**src/ftv_pkg.sv**
```systemverilog
// Types and character codes for the position-string validator.
// No dependencies; imported by ftv_in_stage, ftv_check and the top level.
`timescale 1ns / 1ps
`default_nettype none

package ftv_pkg;

    typedef enum logic [2:0] {
        FLD_BOARD  = 3'd0,
        FLD_TURN   = 3'd1,
        FLD_CASTLE = 3'd2,
        FLD_EP     = 3'd3,
        FLD_HALF   = 3'd4,
        FLD_FULL   = 3'd5,
        FLD_TRAIL  = 3'd6
    } t_field;

    // One input word as held in the input register.
    typedef struct packed {
        logic [7:0] text_byte;
        logic       last_byte;
    } t_in_word;

    // Verdict produced on the last byte of a string.
    typedef struct packed {
        logic fire;
        logic ok;
    } t_verdict;

    localparam logic [7:0] CH_SPACE = 8'h20;
    localparam logic [7:0] CH_SLASH = 8'h2F;
    localparam logic [7:0] CH_DASH  = 8'h2D;
    localparam logic [7:0] CH_0     = 8'h30;
    localparam logic [7:0] CH_1     = 8'h31;
    localparam logic [7:0] CH_3     = 8'h33;
    localparam logic [7:0] CH_6     = 8'h36;
    localparam logic [7:0] CH_8     = 8'h38;
    localparam logic [7:0] CH_9     = 8'h39;
    localparam logic [7:0] CH_A_LO  = 8'h61;
    localparam logic [7:0] CH_H_LO  = 8'h68;
    localparam logic [7:0] CH_W_LO  = 8'h77;
    localparam logic [7:0] CH_B_LO  = 8'h62;

    localparam logic [3:0] RANK_SQUARES = 4'd8;
    localparam logic [3:0] RANK_SAT     = 4'd9;
    localparam logic [3:0] BOARD_SLASHES = 4'd7;
    localparam logic [3:0] SLASH_SAT    = 4'd8;
    localparam logic [1:0] LEN_SAT      = 2'd3;

endpackage

`default_nettype wire

```
**src/ftv_in_stage.sv**
```systemverilog
// Input register of the validator: captures one word per accepted handshake.
// Depends on ftv_pkg for the word type.
`timescale 1ns / 1ps
`default_nettype none

module ftv_in_stage
    import ftv_pkg::*;
(
    input  wire logic     i_clk,
    input  wire logic     i_rst_n,
    input  wire logic     i_load,
    input  wire logic     i_drain,
    input  wire t_in_word i_word,
    output t_in_word      o_word,
    output logic          o_full
);

    logic     r_full;
    t_in_word r_word;

    always_ff @(posedge i_clk) begin
        if (!i_rst_n) begin
            r_full <= 1'b0;
        end else if (i_load) begin
            r_full <= 1'b1;
        end else if (i_drain) begin
            r_full <= 1'b0;
        end
    end

    always_ff @(posedge i_clk) begin
        if (i_load) begin
            r_word <= i_word;
        end
    end

    assign o_word = r_word;
    assign o_full = r_full;

endmodule

`default_nettype wire

```
**src/ftv_check.sv**
```systemverilog
// Field checker: parse state and the per-byte update of all checks.
// Depends on ftv_pkg for field codes, character codes and the verdict type.
`timescale 1ns / 1ps
`default_nettype none

module ftv_check
    import ftv_pkg::*;
(
    input  wire logic     i_clk,
    input  wire logic     i_rst_n,
    input  wire logic     i_step,
    input  wire t_in_word i_word,
    output t_verdict      o_verdict
);

    t_field     r_field, n_field;
    logic       r_failed, n_failed;
    logic [3:0] r_slash, n_slash;
    logic [3:0] r_rank, n_rank;
    logic [1:0] r_len, n_len;
    logic       r_tok_ok, n_tok_ok;
    logic       r_nz, n_nz;

    logic [7:0] c;
    logic       is_piece;
    logic       is_castle;
    logic       is_digit;
    logic       closed;
    logic       fail_end;
    logic [4:0] rank_add;
    logic [3:0] rank_sat;
    logic [3:0] squares;

    // Checks that apply when a field closes.
    function automatic logic close_fails(input t_field f, input logic [3:0] slash,
                                         input logic [3:0] rank, input logic [1:0] len,
                                         input logic tok, input logic nz);
        logic bad;
        bad = 1'b0;
        case (f)
            FLD_BOARD: bad = (slash != BOARD_SLASHES) || (rank != RANK_SQUARES);
            FLD_TURN:  bad = (len == 2'd0);
            FLD_EP:    bad = (len == 2'd0) || ((len == 2'd1) && tok);
            FLD_FULL:  bad = !nz;
            default:   bad = 1'b0;
        endcase
        return bad;
    endfunction

    assign c = i_word.text_byte;

    always_comb begin
        case (c)
            "r", "n", "b", "q", "k", "p", "R", "N", "B", "Q", "K", "P": is_piece = 1'b1;
            default: is_piece = 1'b0;
        endcase
    end

    assign is_castle = (c == "K") || (c == "Q") || (c == "k") || (c == "q");
    assign is_digit  = (c >= CH_0) && (c <= CH_9);
    assign squares   = ((c >= CH_1) && (c <= CH_8)) ? c[3:0] : 4'd1;
    assign rank_add  = {1'b0, r_rank} + {1'b0, squares};
    assign rank_sat  = (rank_add > {1'b0, RANK_SAT}) ? RANK_SAT : rank_add[3:0];

    always_comb begin
        n_field  = r_field;
        n_failed = r_failed;
        n_slash  = r_slash;
        n_rank   = r_rank;
        n_len    = r_len;
        n_tok_ok = r_tok_ok;
        n_nz     = r_nz;
        closed   = 1'b0;
        fail_end = 1'b0;
        o_verdict.fire = 1'b0;
        o_verdict.ok   = 1'b0;

        if (i_step) begin
            if ((c == CH_SPACE) && (r_field < FLD_TRAIL)) begin
                // Close the field and start the next one.
                closed = 1'b1;
                if (close_fails(r_field, r_slash, r_rank, r_len, r_tok_ok, r_nz)) begin
                    n_failed = 1'b1;
                end
                n_field  = t_field'(3'(r_field) + 3'd1);
                n_len    = 2'd0;
                n_tok_ok = 1'b1;
                n_nz     = 1'b0;
            end else begin
                case (r_field)
                    FLD_BOARD: begin
                        if (c == CH_SLASH) begin
                            if (r_rank != RANK_SQUARES) n_failed = 1'b1;
                            n_rank = 4'd0;
                            if (r_slash < SLASH_SAT) n_slash = r_slash + 4'd1;
                        end else if (((c >= CH_1) && (c <= CH_8)) || is_piece) begin
                            n_rank = rank_sat;
                        end else begin
                            n_failed = 1'b1;
                        end
                    end
                    FLD_TURN: begin
                        if ((r_len != 2'd0) || ((c != CH_W_LO) && (c != CH_B_LO)))
                            n_failed = 1'b1;
                    end
                    FLD_CASTLE: begin
                        if (r_len == 2'd0) begin
                            if (c == CH_DASH) n_tok_ok = 1'b0;
                            else if (!is_castle) n_failed = 1'b1;
                        end else if (!r_tok_ok || !is_castle) begin
                            n_failed = 1'b1;
                        end
                    end
                    FLD_EP: begin
                        if (r_len == 2'd0) begin
                            if (c == CH_DASH) n_tok_ok = 1'b0;
                            else if ((c >= CH_A_LO) && (c <= CH_H_LO)) n_tok_ok = 1'b1;
                            else n_failed = 1'b1;
                        end else if (r_len == 2'd1) begin
                            if (!r_tok_ok || ((c != CH_3) && (c != CH_6))) n_failed = 1'b1;
                        end else begin
                            n_failed = 1'b1;
                        end
                    end
                    FLD_HALF: begin
                        if (!is_digit) n_failed = 1'b1;
                    end
                    FLD_FULL: begin
                        if (!is_digit) n_failed = 1'b1;
                        else if (c != CH_0) n_nz = 1'b1;
                    end
                    default: ;
                endcase
                // Count the byte in every checked field after the board.
                if ((r_field != FLD_BOARD) && (r_field < FLD_TRAIL) && (r_len < LEN_SAT)) begin
                    n_len = r_len + 2'd1;
                end
            end

            if (i_word.last_byte) begin
                if (!closed && (n_field < FLD_TRAIL)) begin
                    fail_end = close_fails(n_field, n_slash, n_rank, n_len, n_tok_ok, n_nz);
                end
                o_verdict.fire = 1'b1;
                o_verdict.ok   = !(n_failed || fail_end);
                // Return to the start-of-string state.
                n_field  = FLD_BOARD;
                n_failed = 1'b0;
                n_slash  = 4'd0;
                n_rank   = 4'd0;
                n_len    = 2'd0;
                n_tok_ok = 1'b1;
                n_nz     = 1'b0;
            end
        end
    end

    always_ff @(posedge i_clk) begin
        if (!i_rst_n) begin
            r_field  <= FLD_BOARD;
            r_failed <= 1'b0;
            r_slash  <= 4'd0;
            r_rank   <= 4'd0;
            r_len    <= 2'd0;
            r_tok_ok <= 1'b1;
            r_nz     <= 1'b0;
        end else begin
            r_field  <= n_field;
            r_failed <= n_failed;
            r_slash  <= n_slash;
            r_rank   <= n_rank;
            r_len    <= n_len;
            r_tok_ok <= n_tok_ok;
            r_nz     <= n_nz;
        end
    end

endmodule

`default_nettype wire

```
**src/fen_text_validator_unit.sv**
```systemverilog
// Channel  | Direction | Handshake        | Payload
// ---------+-----------+------------------+--------------------------------
// input    | in        | i_valid/o_stall  | i_text_byte[7:0], i_last_byte
// result   | out       | o_valid/i_stall  | o_string_valid
//
// One word is accepted per cycle while o_stall is low; the last byte of a string
// sits in the input register, then the check logic loads the result into the
// output register. Only the last byte of a string produces a result word.
// Reset (i_rst_n low, synchronous) returns the parser to the board field.
// A stalled result holds the output register; non-last bytes keep flowing,
// and the input stalls only when a last byte waits behind a held result.
// Top level of the validator. Depends on ftv_pkg, ftv_in_stage and ftv_check.
`timescale 1ns / 1ps
`default_nettype none

module fen_text_validator_unit
    import ftv_pkg::*;
(
    input  wire logic       i_clk,
    input  wire logic       i_rst_n,
    input  wire logic       i_valid,
    output logic            o_stall,
    input  wire logic [7:0] i_text_byte,
    input  wire logic       i_last_byte,
    output logic            o_valid,
    input  wire logic       i_stall,
    output logic            o_string_valid
);

    t_in_word in_word;
    t_in_word held_word;
    logic     held_full;
    logic     out_blocked;
    logic     step;
    logic     load;
    t_verdict verdict;

    logic r_out_valid;
    logic r_out_ok;

    assign in_word.text_byte = i_text_byte;
    assign in_word.last_byte = i_last_byte;

    // Hold a last byte only while the previous result is still pending.
    assign out_blocked = r_out_valid && i_stall;
    assign step        = held_full && !(held_word.last_byte && out_blocked);
    assign o_stall     = held_full && !step;
    assign load        = i_valid && !o_stall;

    ftv_in_stage u_in_stage (
        .i_clk   (i_clk),
        .i_rst_n (i_rst_n),
        .i_load  (load),
        .i_drain (step),
        .i_word  (in_word),
        .o_word  (held_word),
        .o_full  (held_full)
    );

    ftv_check u_check (
        .i_clk     (i_clk),
        .i_rst_n   (i_rst_n),
        .i_step    (step),
        .i_word    (held_word),
        .o_verdict (verdict)
    );

    always_ff @(posedge i_clk) begin
        if (!i_rst_n) begin
            r_out_valid <= 1'b0;
        end else if (verdict.fire) begin
            r_out_valid <= 1'b1;
        end else if (!i_stall) begin
            r_out_valid <= 1'b0;
        end
    end

    always_ff @(posedge i_clk) begin
        if (verdict.fire) begin
            r_out_ok <= verdict.ok;
        end
    end

    assign o_valid        = r_out_valid;
    assign o_string_valid = r_out_ok;

endmodule

`default_nettype wire

```
**config.mk**
```make
export PLATFORM = sky130hd
export DESIGN_NAME = fen_text_validator_unit
export DESIGN_NICKNAME = d
export VERILOG_FILES = /design/src/ftv_pkg.sv /design/src/ftv_in_stage.sv /design/src/ftv_check.sv /design/src/fen_text_validator_unit.sv
export SDC_FILE = /design/constraint.sdc
export NUM_CORES = 1
export LEC_CHECK = 0
export BUFFER_PORTS_ARGS = -buffer_cell sky130_fd_sc_hd__buf_4
export CELL_PAD_IN_SITES_DETAIL_PLACEMENT = 1
export CELL_PAD_IN_SITES_GLOBAL_PLACEMENT = 2
export CORE_ASPECT_RATIO = 0.75
export CORE_MARGIN = 3
export CORE_UTILIZATION = 38
export DETAILED_ROUTE_END_ITERATION = 8
export GPL_ROUTABILITY_DRIVEN = 0
export GPL_TIMING_DRIVEN = 0
export PLACE_DENSITY = 0.8
export RECOVER_POWER = 50
export SETUP_SLACK_MARGIN = 0.5
export SYNTH_ARGS = -nofsm -noshare
export SYNTH_HDL_FRONTEND = slang
export SYNTH_HIERARCHICAL = 1
export SYNTH_SLANG_ARGS = --single-unit
```
**constraint.sdc**
```tcl
create_clock -name i_clk -period 5.55 [get_ports i_clk]
set_input_delay 0.2775 -clock i_clk [delete_from_list [all_inputs] [get_ports i_clk]]
set_output_delay 0.2775 -clock i_clk [all_outputs]
set_load 0.02 [all_outputs]
```
==> results of run 1 <==
how the worst max path moves through the flow:
stage                                   start                        to  cells past startpoint
2_1_floorplan  u_in_stage/o_word[4]$_DFFE_PP_  o_string_valid$_DFFE_PP_                     12
3_3_place_gp   u_in_stage/o_word[4]$_DFFE_PP_  o_string_valid$_DFFE_PP_                     12
3_5_place_dp   u_in_stage/o_word[4]$_DFFE_PP_  o_string_valid$_DFFE_PP_                     12
4_1_cts        u_in_stage/o_word[4]$_DFFE_PP_  o_string_valid$_DFFE_PP_                     12
5_1_grt        u_in_stage/o_word[4]$_DFFE_PP_  o_string_valid$_DFFE_PP_                     12
6_report       u_in_stage/o_word[4]$_DFFE_PP_  o_string_valid$_DFFE_PP_                     12
power by group:
group          switching [W]  total [W]  internal [W]
Clock              0.0000653   0.000129     0.0000636
Combinational      0.0000312  0.0000522     0.0000211
Sequential        0.00000710   0.000226      0.000219
area by class of cell:
| cell class | instances | area share, % |
|---|---|---|
| Buffer | 11 | 2.64 |
| Clock buffer | 4 | 2.23 |
| Inverter | 17 | 2.59 |
| Multi-Input combinational cell | 202 | 57.7 |
| Sequential cell | 28 | 26.8 |
| Tap cell | 75 | 3.81 |
| Timing Repair Buffer | 15 | 4.26 |
cell usage after synthesis (3+ instances only):
master and number:
a2111oi_0 3, a21o_1 3, a21oi_1 8, a22oi_1 4
a31oi_1 4, a32oi_1 3, buf_2 4, clkbuf_1 4
dfxtp_1 18, edfxtp_1 10, ha_1 13, inv_1 17
mux2i_1 3, nand2_1 22, nand2b_1 7, nand3_1 3
nand3b_1 6, nor2_1 17, nor2b_1 11, nor3_1 11
nor3b_1 3, nor4_1 5, o21a_1 3, o21ai_0 11
o22ai_1 3, or3_1 3, xnor2_1 3
metrics by stage:
step	cells	hold WS (ps)	utilization, %
detailed placement	348	457	44.1
CTS	352	153	45.1
floorplan	258	376	-
finish	352	191	44.9
global route	352	174	44.9
global placement	348	456	44.1
sequential cells by signal, indices dropped and copies added (netlist names):
name,cells
u_check/r_slash,4
u_in_stage/o_word,9
u_check/r_len,2
o_valid,1
u_check/r_failed,1
u_check/r_rank,4
u_check/r_nz,1
o_string_valid,1
u_in_stage/o_full,1
u_check/r_field,3
u_check/r_tok_ok,1
metal layers:
metal / wire (um) / vias up
met5: 0 / -
met4: 19 / 0
met3: 233 / 2
met2: 2640 / 30
met1: 3230 / 984
li1: - / 1006
kinds of logic (layout without fill, tap and decap cells):
logic type,count (synthesis),after routing,share of synthesized area (%)
multiplexers,3,3,1.35
XOR/XNOR,4,4,1.58
adder cells (fa/ha/maj),14,14,8.24
flip-flops,28,28,29.8
buffers and inverters,28,47,5.81
AND/OR/NAND/NOR,112,112,29.5
AO/OA/AOI/OAI,69,69,23.7
==> impl_metrics.env, run 1 <==
export IMPL_path_cells="buf_2 > nor4_1 > a211oi_1 > nand2b_1 > ha_1 > inv_1 > fa_1 > and4_1 > o21bai_1 > nor4b_1 > o221ai_1 > a221oi_2"
export IMPL_hold_path_startpoint="i_last_byte"
export IMPL_yosys_area_top_type="dfxtp_1"
export IMPL_final_common_cell="nand2_1"
export IMPL_synth_area_top_cells="dfxtp_1 16%, edfxtp_1 14%, ha_1 7.3%"
export IMPL_io_buffers=15
export IMPL_dp_final_hpwl_um=4810
export IMPL_fill_cells=685
export IMPL_nets=305
export IMPL_setup_viol=0
export IMPL_postRouteAntennaNets=0
export IMPL_worst_slew_pin_slew_ps=1050
export IMPL_drc_errors=0
export IMPL_required_ps=5640
export IMPL_maxClockFrequency_ghz=0.265
export IMPL_reg2reg_to="o_string_valid$_DFFE_PP_"
export IMPL_drt_wirelength_per_cell_um=17.4
export IMPL_cts_setup_buffers=0
export IMPL_dp_slack_ps=1850
export IMPL_drv_cap=0
export IMPL_skew_ps=4.04
export IMPL_die_w_um=94.2
export IMPL_critical_path_top_delay_family="simple AND/OR/NAND/NOR gates"
export IMPL_drt_initial_drc_count=76
export IMPL_root_buffer="clkbuf_8"
export IMPL_vias_per_cell=5.74
export IMPL_die_area_sq_mm=0.00680
export IMPL_area_delta_synth_final_pct=11.2
export IMPL_numCtsBuffers=3
export IMPL_finalWorstSetupSlack_ps=1780
export IMPL_total_power_w=0.000407
export IMPL_multiInputGateArea_sq_mm=0.00142
export IMPL_gr_usage_met3_pct=2.90
export IMPL_min_period_over_period_pct=67.9
export IMPL_crit_buf_inv=2
export IMPL_end_kind="flip-flop"
export IMPL_slowest_stage="nor4_1"
export IMPL_clkSinkCount=28
export IMPL_use_met1_pct=28.4
export IMPL_grt_start_max_net_pins=16
export IMPL_min_period_ps=3770
export IMPL_synthArstFlopShare_pct=0
export IMPL_routed_wl_um=6120
export IMPL_use_met2_pct=29.4
export IMPL_final_cell_mix="22 x nand2_1, 18 x dfxtp_1, 17 x inv_1, 17 x nor2_1, 13 x ha_1"
export IMPL_final_cell_area_sq_mm=0.00247
export IMPL_rows=23
export IMPL_synth_top_area_share_pct=16.3
export IMPL_die_y_um=72.2
export IMPL_slew_headroom_pct=29.8
export IMPL_ys_seq_elements=28
export IMPL_ir_worst_vdd_mv=0.0909
export IMPL_slew_violations=0
export IMPL_syn_nets=285
export IMPL_cts_tree="built"
export IMPL_antenna_found_initial=0
export IMPL_grt_use_total_pct=18.9
export IMPL_synth_main_ff_cell="dfxtp_1"
export IMPL_yosys_warnings=6
export IMPL_clock_path_buffers=2
export IMPL_p_leak_nw=0.908
export IMPL_grt_pass1_vias=2054
export IMPL_rsz0062_at_grt="false"
export IMPL_reg2reg_slack_ps=1780
export IMPL_grt_busiest_layer="met2"
export IMPL_grt_pass1_wl_um=10300
export IMPL_start_util_pct=40.3
export IMPL_insertion_delay_ps=280
export IMPL_p_per_area_mw_per_mm2=165
export IMPL_hold_viol_final=0
export IMPL_grt_overflow_total=0
export IMPL_n_antenna_cell=0
export IMPL_setup_tns_ps=0
export IMPL_placeableCoreArea_sq_mm=0.00550
export IMPL_crit_path_max_fanout=7
export IMPL_rr_worst_depth=12
export IMPL_syn_cell_area_sq_mm=0.00222
export IMPL_critPathMaxStageDelay_ps=750
export IMPL_placed_cell_area_sq_mm=0.00242
export IMPL_holdBufCountCts=0
export IMPL_vias=2022
export IMPL_arrival_ps=3860
export IMPL_post_cts_resize_count=0
export IMPL_seqCellArea_sq_um=661
export IMPL_drt_pass1_iterations=4
export IMPL_syn_mean_instance_area_sq_um=8.59
export IMPL_io_pins=16
export IMPL_seq_area_frac_synth_pct=29.8
export IMPL_netlist_instances=258
export IMPL_synth_edf_count=10
export IMPL_holdPathStages=1
export IMPL_cp_start_kind="flip-flop"
export IMPL_reg2reg_from="u_in_stage/o_word[4]$_DFFE_PP_"
export IMPL_htree_levels=1
export IMPL_path_class="reg -> reg"
export IMPL_ys_types=72
export IMPL_hp_class="in -> reg"
export IMPL_status="finished, final reports clean"
export IMPL_drive_above_1_share_pct=12.6
export IMPL_min_to="u_in_stage/o_word[0]$_DFFE_PP_"
export IMPL_clk_pin_slew_ps=100
Note: power is estimated with default switching activity, not from simulation.
==> run 2: changes to the inputs <==
Settings changed: CORE_UTILIZATION 38 to 37, PLACE_DENSITY 0.8 to 0.78.
Clock period 5.55 ns to 3.8 ns, I/O delays scaled along.
==> run 2 against run 1 <==
Hold slack got worse by 94 ps. Maximum frequency grew 20%. Global-route usage increased by 0.59 points. Sequential power rose by 46%. Critical endpoint unchanged.
==> impl_metrics.env, run 2 (synthesis gave the netlist of run 1 again) <==
export IMPL_vias_per_cell=5.67
export IMPL_hp_class="in -> reg"
export IMPL_htree_levels=1
export IMPL_status="finished, final reports clean"
export IMPL_setup_viol=0
export IMPL_cp_start_kind="flip-flop"
export IMPL_insertion_delay_ps=280
export IMPL_p_leak_nw=0.955
export IMPL_required_ps=3910
export IMPL_clkSinkCount=28
export IMPL_grt_start_max_net_pins=16
export IMPL_numCtsBuffers=3
export IMPL_crit_path_max_fanout=4
export IMPL_slew_headroom_pct=30.0
export IMPL_slowest_stage="or4_4"
export IMPL_largest_register_ff_count=9
export IMPL_area_delta_synth_final_pct=14.8
export IMPL_grt_overflow_total=0
export IMPL_grt_pass1_vias=2062
export IMPL_hold_viol_final=0
export IMPL_drive_above_1_share_pct=17.1
export IMPL_critical_path_top_delay_family="simple AND/OR/NAND/NOR gates"
export IMPL_postRouteAntennaNets=0
export IMPL_root_buffer="clkbuf_8"
export IMPL_nets=309
export IMPL_p_per_area_mw_per_mm2=230
export IMPL_vias=2020
export IMPL_min_period_ps=3140
export IMPL_die_area_sq_mm=0.00697
export IMPL_final_cell_mix="22 x nand2_1, 18 x dfxtp_1, 17 x inv_1, 17 x nor2_1, 13 x ha_1"
export IMPL_path_cells="or4_4 > a211oi_4 > nand2b_1 > ha_1 > inv_1 > fa_2 > nand2b_1 > o22ai_2 > nand3_1 > nor4b_2 > o221ai_2 > a221oi_2"
export IMPL_final_common_cell="nand2_1"
export IMPL_drt_wirelength_per_cell_um=17.9
export IMPL_path_class="reg -> reg"
export IMPL_ir_worst_vdd_mv=0.128
export IMPL_maxClockFrequency_ghz=0.318
export IMPL_end_kind="flip-flop"
export IMPL_grt_pass1_wl_um=10600
export IMPL_n_antenna_cell=0
export IMPL_drc_errors=0
export IMPL_arrival_ps=3250
export IMPL_crit_buf_inv=1
export IMPL_placeableCoreArea_sq_mm=0.00555
export IMPL_rows=23
export IMPL_setup_tns_ps=0
export IMPL_io_pins=16
export IMPL_grt_use_total_pct=19.5
export IMPL_die_y_um=73.0
export IMPL_min_period_over_period_pct=82.6
export IMPL_clock_path_buffers=2
export IMPL_skew_ps=9.86
export IMPL_slew_violations=0
export IMPL_drt_initial_drc_count=59
export IMPL_drv_cap=0
export IMPL_cp_common_cell="nand2b_1"
export IMPL_dp_final_hpwl_um=4940
export IMPL_routed_wl_um=6360
export IMPL_critPathMaxStageDelay_ps=580
export IMPL_final_cells=356
export IMPL_clk_pin_slew_ps=100
export IMPL_cts_tree="built"
export IMPL_drt_pass1_iterations=4
export IMPL_io_buffers=15
export IMPL_worst_slew_pin_slew_ps=1050
export IMPL_start_util_pct=39.9
export IMPL_rsz0062_at_grt="false"
export IMPL_antenna_found_initial=0
export IMPL_place_inst=348
export IMPL_die_w_um=95.4
## run 2: what timing repair did
action | in CTS | in global routing
setup endpoints to repair | 1 | 1
pin swaps | 0 | 3
endpoints found under the hold margin | 0 | 0
hold buffers | 0 | 0
buffers inserted | 1 | 3
resized for setup | 3 | 11
## run 2: path summary, 6_finish.rpt
| path | from | end | slack [ps] | cells past startpoint |
|---|---|---|---|---|
| worst max register to register | u_in_stage/o_word[3]$_DFFE_PP_ | o_string_valid$_DFFE_PP_ | 660 | 12 |
| worst max-delay path | u_in_stage/o_word[3]$_DFFE_PP_ | o_string_valid$_DFFE_PP_ | 660 | 12 |
| worst min-delay path | i_text_byte[7] | u_in_stage/o_word[8]$_DFFE_PP_ | 100 | 1 |
| worst min register to register | u_check/r_rank[3]$_SDFFE_PN0P_ | u_check/r_rank[3]$_SDFFE_PN0P_ | 550 | 2 |
## run 2: power breakdown
group          switching (W)  internal (W)
combinational      0.0000478     0.0000341
clock              0.0000978     0.0000754
sequential         0.0000106      0.000320
## run 2: routing by layer
metal	GRT usage, %	wire length, um	share of wire (%)
met5	0	0	0
met4	3.00	27	0.42
met3	3.71	259	4.1
met2	30.0	2760	43
met1	28.7	3310	52
## run 2: cell type report
| cell class | count | area [sq um] |
|---|---|---|
| plain buffers | 11 | 67.6 |
| clock buffers | 4 | 45.0 |
| fillers | 687 | 3010 |
| inverters | 17 | 63.8 |
| multi-input cells | 202 | 1480 |
| flip-flops and latches | 28 | 661 |
| well taps | 75 | 93.8 |
| repair buffers | 19 | 135 |
## run 2: through the flow
| stage | utilization [%] | cell area, sq um | worst slack [ps] | hold slack [ps] | total power [W] |
|---|---|---|---|---|---|
| finish | 45.8 | 2540 | 660 | 97.3 | 0.000585 |
| global route | 45.8 | 2540 | 465 | 66.7 | 0.000628 |
| CTS | 44.9 | 2500 | 502 | 69.0 | 0.000595 |
| detailed placement | 43.6 | 2420 | 223 | 370 | 0.000414 |
| global placement | 43.6 | 2420 | 224 | 368 | 0.000413 |
| floorplan | - | 2220 | 860 | 289 | 0.000383 |
